==> config.mk <==
export PLATFORM = sky130hd
export DESIGN_NAME = bmp_pixels_to_2bpp_gray_unit
export DESIGN_NICKNAME = d
export VERILOG_FILES = /design/src/rtl/core/bp2g_pkg.sv /design/src/rtl/core/bp2g_level.sv /design/src/rtl/core/bp2g_raster.sv /design/src/rtl/core/bmp_pixels_to_2bpp_gray_unit.sv
export VERILOG_INCLUDE_DIRS = /design/src /design/src/rtl/core
export SDC_FILE = /design/constraint.sdc
export NUM_CORES = 1
export LEC_CHECK = 0
export CORE_MARGIN = 10
export CORE_UTILIZATION = 59
export DETAILED_ROUTE_END_ITERATION = 12
export DONT_BUFFER_PORTS = 1
export PLACE_DENSITY = 0.78
export SYNTH_ARGS = -nofsm -noshare
export SYNTH_HDL_FRONTEND = slang
export SYNTH_HIERARCHICAL = 1
export SYNTH_SLANG_ARGS = --single-unit
export TNS_END_PERCENT = 10
==> constraint.sdc <==
create_clock -name clk -period 7 [get_ports clk]
set_clock_uncertainty 0.1 [all_clocks]
set_input_delay 0.35 -clock clk [delete_from_list [all_inputs] [get_ports clk]]
set_output_delay 0.35 -clock clk [all_outputs]
set_load 0.03 [all_outputs]
==> src/rtl/core/assert_macros.svh <==
// Assertion macros shared by the RTL modules of the 2bpp gray packer.
`ifndef ASSERT_MACROS_SVH
`define ASSERT_MACROS_SVH

// Clocked property check, disabled while reset is asserted.
`define BP2G_ASSERT(label, prop, msg) \
	label: assert property (@(posedge clk) disable iff (!arst_n) prop) \
		else $error(msg);

// Condition that must never be seen at a clock edge outside reset.
`define BP2G_ASSERT_NEVER(label, cond, msg) \
	`BP2G_ASSERT(label, !(cond), msg)

`endif

==> src/rtl/core/bp2g_pkg.sv <==
// Package with types, register indexes and constants of the 2bpp gray packer.
`default_nettype none

package bp2g_pkg;

	// Default frame geometry of the display.
	localparam int FRAME_WIDTH_DEF  = 800;
	localparam int FRAME_HEIGHT_DEF = 480;

	// Configuration port geometry.
	localparam int CFG_INDEX_W = 3;
	localparam int CFG_DATA_W  = 10;

	// Register indexes of the configuration port.
	localparam logic [CFG_INDEX_W-1:0] CFG_COLOR_MODE     = 3'd0;
	localparam logic [CFG_INDEX_W-1:0] CFG_IMAGE_WIDTH    = 3'd1;
	localparam logic [CFG_INDEX_W-1:0] CFG_IMAGE_HEIGHT   = 3'd2;
	localparam logic [CFG_INDEX_W-1:0] CFG_X_OFFSET       = 3'd3;
	localparam logic [CFG_INDEX_W-1:0] CFG_Y_OFFSET       = 3'd4;
	localparam logic [CFG_INDEX_W-1:0] CFG_THRESHOLD_LOW  = 3'd5;
	localparam logic [CFG_INDEX_W-1:0] CFG_THRESHOLD_MID  = 3'd6;
	localparam logic [CFG_INDEX_W-1:0] CFG_THRESHOLD_HIGH = 3'd7;

	// Register values after reset.
	localparam logic       RST_COLOR_MODE     = 1'b1;
	localparam logic [9:0] RST_IMAGE_WIDTH    = 10'd800;
	localparam logic [8:0] RST_IMAGE_HEIGHT   = 9'd480;
	localparam logic [9:0] RST_X_OFFSET       = 10'd0;
	localparam logic [8:0] RST_Y_OFFSET       = 9'd0;
	localparam logic [7:0] RST_THRESHOLD_LOW  = 8'd64;
	localparam logic [7:0] RST_THRESHOLD_MID  = 8'd128;
	localparam logic [7:0] RST_THRESHOLD_HIGH = 8'd212;

	// Divide by three of a sum below 1536: (x * 683) >> 11.
	localparam logic [9:0] DIV3_RECIP = 10'd683;
	localparam int         DIV3_SHIFT = 11;

	// Bytes of one BGR triple, counted from zero.
	localparam logic [1:0] LAST_BGR_BYTE = 2'd2;

	// Output field widths.
	localparam int ADDR_W  = 17;
	localparam int LANE_W  = 2;
	localparam int LEVEL_W = 2;

	typedef struct packed {
		logic       color_mode;
		logic [9:0] image_width;
		logic [8:0] image_height;
		logic [9:0] x_offset;
		logic [8:0] y_offset;
		logic [7:0] threshold_low;
		logic [7:0] threshold_mid;
		logic [7:0] threshold_high;
	} cfg_t;

	// One framebuffer write as seen by the result stage.
	typedef struct packed {
		logic              emit;
		logic [ADDR_W-1:0] byte_address;
		logic [LANE_W-1:0] pixel_lane;
		logic              last_pixel;
	} pix_t;

endpackage

`default_nettype wire

==> src/rtl/core/bp2g_level.sv <==
// Gray level of a finished pixel: BGR average with thresholds, or top bits of a gray byte.
`default_nettype none

module bp2g_level
	import bp2g_pkg::*;
(
	input  cfg_t               cfg,
	input  logic [7:0]         data_byte,
	input  logic [9:0]         psum,
	output logic [LEVEL_W-1:0] gray_level
);

	logic [9:0]  sum;
	logic [19:0] prod;
	logic [7:0]  gray;

	// The sum of three bytes stays below 766, so the reciprocal is exact here.
	assign sum  = psum + 10'(data_byte);
	assign prod = 20'(sum) * 20'(DIV3_RECIP);
	assign gray = prod[DIV3_SHIFT +: 8];

	always_comb begin
		if (!cfg.color_mode) begin
			gray_level = data_byte[7:6];
		end else if (gray < cfg.threshold_low) begin
			gray_level = 2'd0;
		end else if (gray < cfg.threshold_mid) begin
			gray_level = 2'd1;
		end else if (gray < cfg.threshold_high) begin
			gray_level = 2'd2;
		end else begin
			gray_level = 2'd3;
		end
	end

endmodule

`default_nettype wire

==> src/rtl/core/bp2g_raster.sv <==
// Raster tracking of the BMP byte stream: triples, padding, rows and frame address.
`default_nettype none

module bp2g_raster
	import bp2g_pkg::*;
#(
	parameter int FRAME_WIDTH  = FRAME_WIDTH_DEF,
	parameter int FRAME_HEIGHT = FRAME_HEIGHT_DEF
) (
	input  logic       clk,
	input  logic       arst_n,
	input  logic       restart,
	input  logic [8:0] restart_height,
	input  logic       step,
	input  cfg_t       cfg,
	input  logic [7:0] data_byte,
	output logic [9:0] psum,
	output pix_t       pix
);

	`include "assert_macros.svh"

	localparam int MUL_W = 10 + $clog2(FRAME_WIDTH + 1);
	localparam int IDX_W = ADDR_W + LANE_W;

	logic [9:0] col_q;
	logic [8:0] row_q;
	logic [1:0] bip_q;
	logic [1:0] pad_q;
	logic [9:0] psum_q;
	logic       fin_q;

	logic [9:0]       eff_w;
	logic             row_end_col;
	logic [1:0]       pad_sel;
	logic             pix_done;
	logic [10:0]      fx;
	logic [9:0]       fy;
	logic             in_frame;
	logic [MUL_W-1:0] row_base;
	logic [IDX_W-1:0] idx;

	assign eff_w       = (cfg.image_width == 10'd0) ? 10'd1 : cfg.image_width;
	assign row_end_col = (11'(col_q) + 11'd1) >= 11'(eff_w);
	// Row bytes pad to a multiple of four: 3w bytes need w mod 4, w bytes need -w mod 4.
	assign pad_sel     = cfg.color_mode ? eff_w[1:0] : (2'd0 - eff_w[1:0]);
	assign pix_done    = !fin_q && (pad_q == 2'd0) &&
		(!cfg.color_mode || (bip_q == LAST_BGR_BYTE));

	assign fx       = 11'(cfg.x_offset) + 11'(col_q);
	assign fy       = 10'(cfg.y_offset) + 10'(row_q);
	assign in_frame = (32'(fx) < 32'(FRAME_WIDTH)) && (32'(fy) < 32'(FRAME_HEIGHT));
	assign row_base = MUL_W'(fy) * MUL_W'(FRAME_WIDTH);
	assign idx      = IDX_W'(row_base) + IDX_W'(fx);

	assign psum             = psum_q;
	assign pix.emit         = pix_done && in_frame;
	assign pix.byte_address = idx[IDX_W-1:LANE_W];
	assign pix.pixel_lane   = idx[LANE_W-1:0];
	assign pix.last_pixel   = (row_q == 9'd0) && row_end_col;

	always_ff @(posedge clk or negedge arst_n) begin
		if (!arst_n) begin
			col_q  <= '0;
			row_q  <= RST_IMAGE_HEIGHT - 9'd1;
			bip_q  <= '0;
			pad_q  <= '0;
			psum_q <= '0;
			fin_q  <= 1'b0;
		end else if (restart) begin
			col_q  <= '0;
			row_q  <= restart_height - 9'd1;
			bip_q  <= '0;
			pad_q  <= '0;
			psum_q <= '0;
			fin_q  <= 1'b0;
		end else if (step && !fin_q) begin
			if (pad_q != 2'd0) begin
				pad_q <= pad_q - 2'd1;
				if (pad_q == 2'd1) begin
					col_q <= '0;
					if (row_q == 9'd0) begin
						fin_q <= 1'b1;
					end else begin
						row_q <= row_q - 9'd1;
					end
				end
			end else if (cfg.color_mode && (bip_q != LAST_BGR_BYTE)) begin
				psum_q <= psum_q + 10'(data_byte);
				bip_q  <= bip_q + 2'd1;
			end else begin
				bip_q  <= '0;
				psum_q <= '0;
				col_q  <= col_q + 10'd1;
				if (row_end_col) begin
					if (pad_sel != 2'd0) begin
						pad_q <= pad_sel;
					end else begin
						col_q <= '0;
						if (row_q == 9'd0) begin
							fin_q <= 1'b1;
						end else begin
							row_q <= row_q - 9'd1;
						end
					end
				end
			end
		end
	end

	// While row padding is skipped the column count sits one past the last pixel.
	`BP2G_ASSERT(a_col_in_row, (pad_q == 2'd0) |-> (11'(col_q) < 11'(eff_w)), "column past row end")
	`BP2G_ASSERT_NEVER(a_bip_range, bip_q == 2'd3, "byte count of a triple ran past three")
	`BP2G_ASSERT(a_pad_clean, (pad_q != 2'd0) |-> (bip_q == 2'd0 && !fin_q), "padding during a triple")

endmodule

`default_nettype wire

==> src/rtl/core/bmp_pixels_to_2bpp_gray_unit.sv <==
// Top level of the BMP pixel to 2bpp grayscale framebuffer write converter.
//
// Usage: the pixel-data bytes of a BMP image (after its header) enter one per
// beat on the s_axis channel. Rows arrive bottom-up and padded to four bytes.
// Every finished pixel that lands inside the frame leaves as one beat on the
// m_axis channel: a framebuffer byte address, a 2-bit lane and a 2-bit gray
// level, with tlast marking the final pixel of the image. Padding bytes, the
// first two bytes of a BGR triple and pixels outside the frame give no beat.
// An accepted byte waits in the byte register, is worked on by the raster
// logic as it leaves that register, and its result shows on m_axis from the
// result register; one byte register and one result register sit on the path.
// Throughput: one byte per cycle while the receiver keeps up, so one pixel per
// cycle in 8-bit mode and one pixel per BGR triple in 24-bit mode; the raster
// counters advance on each byte. When the receiver stalls, the result register
// holds and the next byte waits in the byte register, even one that gives no
// beat; s_axis_tready stays high only while that register is empty, so at most
// one more byte is taken before it drops. Reset loads the register defaults
// and starts a new image at the bottom row. Any configuration write also
// restarts the image; writes belong to idle periods between images.
`default_nettype none

module bmp_pixels_to_2bpp_gray_unit
	import bp2g_pkg::*;
#(
	parameter int FRAME_WIDTH  = FRAME_WIDTH_DEF,
	parameter int FRAME_HEIGHT = FRAME_HEIGHT_DEF
) (
	input  logic                   clk,
	input  logic                   arst_n,
	// Configuration write port.
	input  logic                   cfg_we,
	input  logic [CFG_INDEX_W-1:0] cfg_index,
	input  logic [CFG_DATA_W-1:0]  cfg_data,
	// Input byte stream.
	input  logic                   s_axis_tvalid,
	output logic                   s_axis_tready,
	input  logic [7:0]             s_axis_tdata,  // [7:0] data_byte
	// Framebuffer write stream.
	output logic                   m_axis_tvalid,
	input  logic                   m_axis_tready,
	output logic [23:0]            m_axis_tdata,  // [16:0] byte_address, [18:17] pixel_lane,
	                                              // [20:19] gray_level, [23:21] zero
	output logic                   m_axis_tlast   // last_pixel
);

	`include "assert_macros.svh"

	cfg_t cfg_q;
	logic [8:0] restart_height;

	logic       valid_s1;
	logic [7:0] byte_s1;

	logic               valid_s2;
	logic [ADDR_W-1:0]  addr_s2;
	logic [LANE_W-1:0]  lane_s2;
	logic [LEVEL_W-1:0] level_s2;
	logic               last_s2;

	logic               can_load;
	logic               step;
	logic [9:0]         psum;
	pix_t               pix;
	logic [LEVEL_W-1:0] gray_level;

	// The result register can take a new beat when empty or being drained.
	assign can_load      = !valid_s2 || m_axis_tready;
	assign step          = valid_s1 && can_load;
	assign s_axis_tready = !valid_s1 || can_load;

	// Restart uses the height that the write in this cycle leaves behind.
	assign restart_height = (cfg_index == CFG_IMAGE_HEIGHT) ? cfg_data[8:0] : cfg_q.image_height;

	always_ff @(posedge clk or negedge arst_n) begin
		if (!arst_n) begin
			cfg_q.color_mode     <= RST_COLOR_MODE;
			cfg_q.image_width    <= RST_IMAGE_WIDTH;
			cfg_q.image_height   <= RST_IMAGE_HEIGHT;
			cfg_q.x_offset       <= RST_X_OFFSET;
			cfg_q.y_offset       <= RST_Y_OFFSET;
			cfg_q.threshold_low  <= RST_THRESHOLD_LOW;
			cfg_q.threshold_mid  <= RST_THRESHOLD_MID;
			cfg_q.threshold_high <= RST_THRESHOLD_HIGH;
		end else if (cfg_we) begin
			case (cfg_index)
				CFG_COLOR_MODE:     cfg_q.color_mode     <= cfg_data[0];
				CFG_IMAGE_WIDTH:    cfg_q.image_width    <= cfg_data[9:0];
				CFG_IMAGE_HEIGHT:   cfg_q.image_height   <= cfg_data[8:0];
				CFG_X_OFFSET:       cfg_q.x_offset       <= cfg_data[9:0];
				CFG_Y_OFFSET:       cfg_q.y_offset       <= cfg_data[8:0];
				CFG_THRESHOLD_LOW:  cfg_q.threshold_low  <= cfg_data[7:0];
				CFG_THRESHOLD_MID:  cfg_q.threshold_mid  <= cfg_data[7:0];
				CFG_THRESHOLD_HIGH: cfg_q.threshold_high <= cfg_data[7:0];
				default: ;
			endcase
		end
	end

	// Byte register in front of the raster logic.
	always_ff @(posedge clk or negedge arst_n) begin
		if (!arst_n) begin
			valid_s1 <= 1'b0;
		end else if (s_axis_tready) begin
			valid_s1 <= s_axis_tvalid;
		end
	end

	always_ff @(posedge clk) begin
		if (s_axis_tready && s_axis_tvalid) begin
			byte_s1 <= s_axis_tdata;
		end
	end

	bp2g_raster #(
		.FRAME_WIDTH  (FRAME_WIDTH),
		.FRAME_HEIGHT (FRAME_HEIGHT)
	) u_raster (
		.clk            (clk),
		.arst_n         (arst_n),
		.restart        (cfg_we),
		.restart_height (restart_height),
		.step           (step),
		.cfg            (cfg_q),
		.data_byte      (byte_s1),
		.psum           (psum),
		.pix            (pix)
	);

	bp2g_level u_level (
		.cfg        (cfg_q),
		.data_byte  (byte_s1),
		.psum       (psum),
		.gray_level (gray_level)
	);

	// Result register; a byte that finishes no visible pixel leaves it empty.
	always_ff @(posedge clk or negedge arst_n) begin
		if (!arst_n) begin
			valid_s2 <= 1'b0;
		end else if (can_load) begin
			valid_s2 <= step && pix.emit;
		end
	end

	always_ff @(posedge clk) begin
		if (step && pix.emit) begin
			addr_s2  <= pix.byte_address;
			lane_s2  <= pix.pixel_lane;
			level_s2 <= gray_level;
			last_s2  <= pix.last_pixel;
		end
	end

	assign m_axis_tvalid = valid_s2;
	assign m_axis_tdata  = {3'b000, level_s2, lane_s2, addr_s2};
	assign m_axis_tlast  = last_s2;

	`BP2G_ASSERT(a_out_from_s1, $rose(valid_s2) |-> $past(valid_s1), "result without a byte")

endmodule

`default_nettype wire

==> results of run 1 <==
==> layout make-up <==
cell class,instances,area [um^2],area share
clock buffers,17,425,0.0340
diodes,2,5.00,0.000400
flip-flops and latches,129,3410,0.272
well taps,229,287,0.0229
repair buffers,59,515,0.0412
clock inverters,15,180,0.0144
multi-input cells,786,7260,0.581
inverters,111,417,0.0333
==> through the flow <==
| stage | TNS, ps | setup WS (ps) | std cells | cell area, um^2 |
|---|---|---|---|---|
| floorplan | 0 | 46.4 | 1048 | 11000 |
| global placement | 0 | 44.4 | 1277 | 11300 |
| detailed placement | -429 | -234 | 1277 | 11300 |
| CTS | 0 | 29.3 | 1339 | 12300 |
| global route | -444 | -244 | 1348 | 12500 |
| finish | -3.70 | -3.70 | 1348 | 12500 |
==> cell families (layout without fill, tap and decap cells) <==
logic type,count (synthesis),count (layout),synth area share
AO/OA/AOI/OAI,214,214,0.135
AND/OR/NAND/NOR,212,212,0.102
adder cells (fa/ha/maj),194,194,0.241
buffers and inverters,133,202,0.0530
flip-flops,129,129,0.310
XOR/XNOR,83,83,0.0663
multiplexers,80,80,0.0914
other,1,5,0.000342
==> flip-flops by register name (all words and copies together), names as in the netlist, 8 cells and up <==
name            cells
byte_s1             8
cfg_q              63
addr_s2            17
u_raster/psum      10
u_raster/row_q      9
u_raster/col_q     10
==> path summary, 6_finish.rpt <==
kind | startpoint | endpoint | slack [ps] | depth (start not counted)
worst min-delay path | cfg_we | u_raster/row_q[6]$_DFFE_PN1P_ | 20 | 2
worst min register to register | u_raster/bip_q[0]$_DFFE_PN0P_ | u_raster/bip_q[0]$_DFFE_PN0P_ | 400 | 1
max in group asynchronous | arst_n | u_raster/row_q[2]$_DFFE_PN1P_ | 5970 | 2
worst max-delay path | byte_s1[0]$_DFFE_PP_ | level_s2[0]$_DFFE_PP_ | -4 | 29
worst max register to register | byte_s1[0]$_DFFE_PP_ | level_s2[0]$_DFFE_PP_ | -4 | 29
min in group asynchronous | arst_n | cfg_q[5]$_DFFE_PN0P_ | 430 | 2
==> timing repair <==
action,in CTS,in global routing
setup buffers,8,7
hold buffers,22,0
pin swaps,20,31
resized for setup,16,32
setup endpoints to repair,2,2
endpoints found under the hold margin,172,0
==> routing by layer <==
metal  vias up  GRT usage  share of wire
li1       3846          -              -
met1      3893      0.269           0.43
met2       251      0.369           0.49
met3        48     0.0482          0.060
met4         0     0.0719          0.022
met5         -          0              0
==> critical path, delay by kind of cell, from the launching register on <==
kind	cells	cell delay, ps
AO/OA/AOI/OAI	9	1620
XOR/XNOR	2	300
adder cells (fa/ha/maj)	8	2930
buffers and inverters	3	290
flip-flops	1	430
multiplexers	3	530
AND/OR/NAND/NOR	4	500
==> placed cells by master, fill, tap and decap left out, types with 21 or more instances in the layout <==
| cell | instances |
|---|---|
| edfxtp_1 | 30 |
| nor2_1 | 53 |
| xor2_1 | 31 |
| dfrtp_1 | 77 |
| o21ai_0 | 41 |
| nand2_1 | 40 |
| mux2_4 | 30 |
| dlygate4sd3_1 | 21 |
| mux2_2 | 41 |
| xnor2_1 | 42 |
| dfstp_2 | 22 |
| inv_1 | 108 |
| nor3_1 | 21 |
| fa_1 | 27 |
| a21oi_1 | 40 |
| ha_1 | 158 |
| buf_4 | 37 |
==> results.toml, run 1 <==
[cts]
clk_pin_slew_worst_paths_ps = 60
htree_num_levels = 4
cts_sinks = 129
cts_tree = "done"
ctsLongestPathBuffers = 2
clk_latency_ps = 430
cts_buffers = 17
cts_root_buffer = "clkbuf_16"

[cells_and_area]
nFillCells = 1300
area_growth_pct = 14.0
nNetsFinal = 1324
finalCoreUtilization = 0.689
drive_above_1_share = 0.211

[floorplanning]
rows = 49
fp.dieArea_um2 = 24400
die_w_um = 156
coreArea_um2 = 18100
io_pins = 53
die_y_um = 156
start_util = 0.604

[detailed_routing]
firstDrtPassIters = 5
vias = 8038
vias_per_cell = 5.96
wl_per_cell_um = 19.6
antenna_left = 0
initialDrtViolationCount = 451
drt_wl_total_um = 26400
drc = 0

[sta]
layout_setup_ws_ps = -3.70
rsz0062_at_grt = "true"
post-route-period-util = 1.00
setup_viol = 1
period_needed_ps = 7000
slew_violations = 0
hold_viol = 0
hold_slack_ps = 19.1
tightest_slew_ps = 826
slew_headroom = 0.448
max_freq_mhz = 143

[place]
gp_congestion = 0.857
hpwl_um = 17800
io_buffers = 0

[synth]
synth_most_common_cell = "ha_1"
ys.flop_type = "dfrtp_1"
synth_cell_types = 79
netlist_top_cells_count = "ha_1 (165), inv_1 (110), dfrtp_1 (77), nor2_1 (57), xnor2_1 (50)"
synth_area_leaders = "ha_1 (19%), dfrtp_1 (18%), edfxtp_1 (8.2%), fa_1 (5.3%), dfstp_2 (5.3%)"
yosys.area.top_type_share = 0.188
synth_edf_count = 30
yosysTopAreaCell = "ha_1"
synth_async_sr_flop_share = 0.767
synth_area_um2 = 11000
ys_ff_latch = 129
synth_cells = 1046
yosysSeqAreaShare = 0.310
ys_warn_count = 6
syn_avg_cell_area_um2 = 10.5

[global_routing]
track_usage = 0.217
grt_pass1_vias = 8091
grt_pass1_wl_um = 42300
antenna_found_initial = 1
grt_max_degree = 100
overflow = 0

[setup_path]
worst_setup_path_end_kind = "flop"
worstSetupPathType = "flop to flop"
critPathMaxFanout = 4
crit_path_start_kind = "flop"
cp_slowest_stage_delay_ps = 550
crit_required_ps = 7070
cpMostUsedCell = "a21oi_2"
critPathSlowestCell = "fa_2"
critical_path_arrival_ps = 7070

[worst_hold_path]
hold_path.class = "input pin to flop"

[outcome]
violations = "setup timing"
status = "complete, but fails checks"

[flow_run]
cap_violations = 0
Power of run 1 is not shown: default switching activity piles up to over one toggle a cycle in this logic, so the estimate is an artifact.
==> run 2, diff against run 1 <==
--- a/config.mk
+++ b/config.mk
@@ -12,3 +12,4 @@
 export DONT_BUFFER_PORTS = 1
-export PLACE_DENSITY = 0.78
+export PLACE_DENSITY = 0.77
+export SKIP_CTS_REPAIR_TIMING = 1
 export SYNTH_ARGS = -nofsm -noshare
==> constraint.sdc (replaced) <==
create_clock -name clk -period 7 [get_ports clk]
set_clock_uncertainty 0.1 [all_clocks]
set_input_delay 0.7 -clock clk [delete_from_list [all_inputs] [get_ports clk]]
set_output_delay 0.7 -clock clk [all_outputs]
set_load 0.03 [all_outputs]
==> run 2 against run 1 <==
Final cell count is 2.7% lower; the run now ends clean; worst hold slack improved by 4.1 ps; highest routed layer unchanged; critical path depth shrank 3.
==> results.toml, run 2 (synthesized netlist as in run 1, its figures left out) <==
[outcome]
status = "finished, final reports clean"

[setup_path]
crit_path_start_kind = "flop"
critical_path_arrival_ps = 6900
critPathMaxFanout = 3
worstSetupPathType = "flop to flop"
worst_setup_path_end_kind = "flop"
cp_top_family = "adder cells"
path_buf_inv = 3
cp_slowest_stage_delay_ps = 520
critPathSlowestCell = "fa_1"
crit_required_ps = 7070

[cts]
cts_tree = "done"
cts_root_buffer = "clkbuf_16"
clk_pin_slew_worst_paths_ps = 60
cts_buffers = 17
htree_num_levels = 4
clk_latency_ps = 420
ctsLongestPathBuffers = 2
cts_sinks = 129

[detailed_routing]
wl_per_cell_um = 18.5
firstDrtPassIters = 4
drc = 0
antenna_left = 0
initialDrtViolationCount = 359
vias = 7714
vias_per_cell = 5.88
drt_wl_total_um = 24200

[place]
pre_cts_ws_ps = -165
hpwl_um = 18000
gp_congestion = 0.881
placed_cells = 1276
io_buffers = 0

[sta]
period_needed_ps = 6830
tightest_slew_ps = 856
layout_setup_ws_ps = 169
slew_violations = 0
setup_viol = 0
hold_viol = 0
fin_setup_tns_ps = 0
max_freq_mhz = 146
hold_slack_ps = 23.1
post-route-period-util = 0.976
slew_headroom = 0.428

[global_routing]
track_usage = 0.200
overflow = 0
grt_pass1_wl_um = 39400
grt_pass1_vias = 7760
antenna_found_initial = 0
grt_max_degree = 100

[cells_and_area]
top_register = "cfg_q"
drive_above_1_share = 0.196
reg_top3 = "cfg_q x63, addr_s2 x17"
area_growth_pct = 10.8
final_cell_mix = "ha_1 (161), inv_1 (110), dfrtp_1 (77)"
finalNonFillerCells = 1312
nNetsFinal = 1290
n_antenna_cell = 0
largest_reg_flops = 63
layout_commonest_cell = "ha_1"

[floorplanning]
die_y_um = 156
rows = 49
fp.dieArea_um2 = 24400
coreArea_um2 = 18100
die_w_um = 156
io_pins = 53
start_util = 0.604

[flow_run]
cap_violations = 0

[worst_hold_path]
hold_path.class = "input pin to asynchronous set/reset pin"
-- run 2: changes by cell type in the layout (fill, tap and decap cells not counted), sizes merged --
| cell | before | now |
|---|---|---|
| clkinv | 8 | 3 |
| clkbuf | 17 | 22 |
| bufinv | 3 | 2 |
| diode | 2 | 0 |
| clkinvlp | 0 | 3 |
| buf | 38 | 25 |
| inv | 115 | 113 |
| dlygate4sd3 | 21 | 0 |
-- run 2: cell type report --
cell class | instances | area (um^2)
clock inverter | 10 | 118
multi-input combinational | 786 | 7200
tap | 229 | 287
clock buffer | 22 | 518
inverter | 111 | 417
sequential | 129 | 3410
timing repair buffer | 25 | 208
fill | 1356 | 5990
-- run 2: path summary, 6_finish.rpt --
path                                               start                             to  slack, ps  cells after the start
max                         u_raster/psum[1]$_DFFE_PN0P_          level_s2[0]$_DFFE_PP_        170                     26
max in group asynchronous                         arst_n          cfg_q[38]$_DFFE_PN0P_       6380                      1
min reg2reg                u_raster/bip_q[0]$_DFFE_PN0P_  u_raster/bip_q[0]$_DFFE_PN0P_        400                      1
min                                               arst_n           cfg_q[7]$_DFFE_PN1P_         20                      0
max reg2reg                 u_raster/psum[1]$_DFFE_PN0P_          level_s2[0]$_DFFE_PP_        170                     26
min in group clk                                  cfg_we   u_raster/psum[2]$_DFFE_PN0P_        260                      1
-- run 2: stage by stage --
stage | utilization | instance area, um^2
2_1_floorplan | - | 11000
3_3_place_gp | 0.621 | 11300
3_5_place_dp | 0.621 | 11300
4_1_cts | 0.656 | 11900
5_1_grt | 0.670 | 12200
6_report | 0.670 | 12200
-- run 2: metal layers --
metal,up-vias,share of wire,GRT usage,wire length [um]
li1,3770,-,-,-
met5,-,0,0,0
met1,3753,0.45,0.257,10800
met2,160,0.49,0.327,11800
met3,31,0.053,0.0471,1290
met4,0,0.015,0.0607,365
Power of run 2 is left out for the same reason.
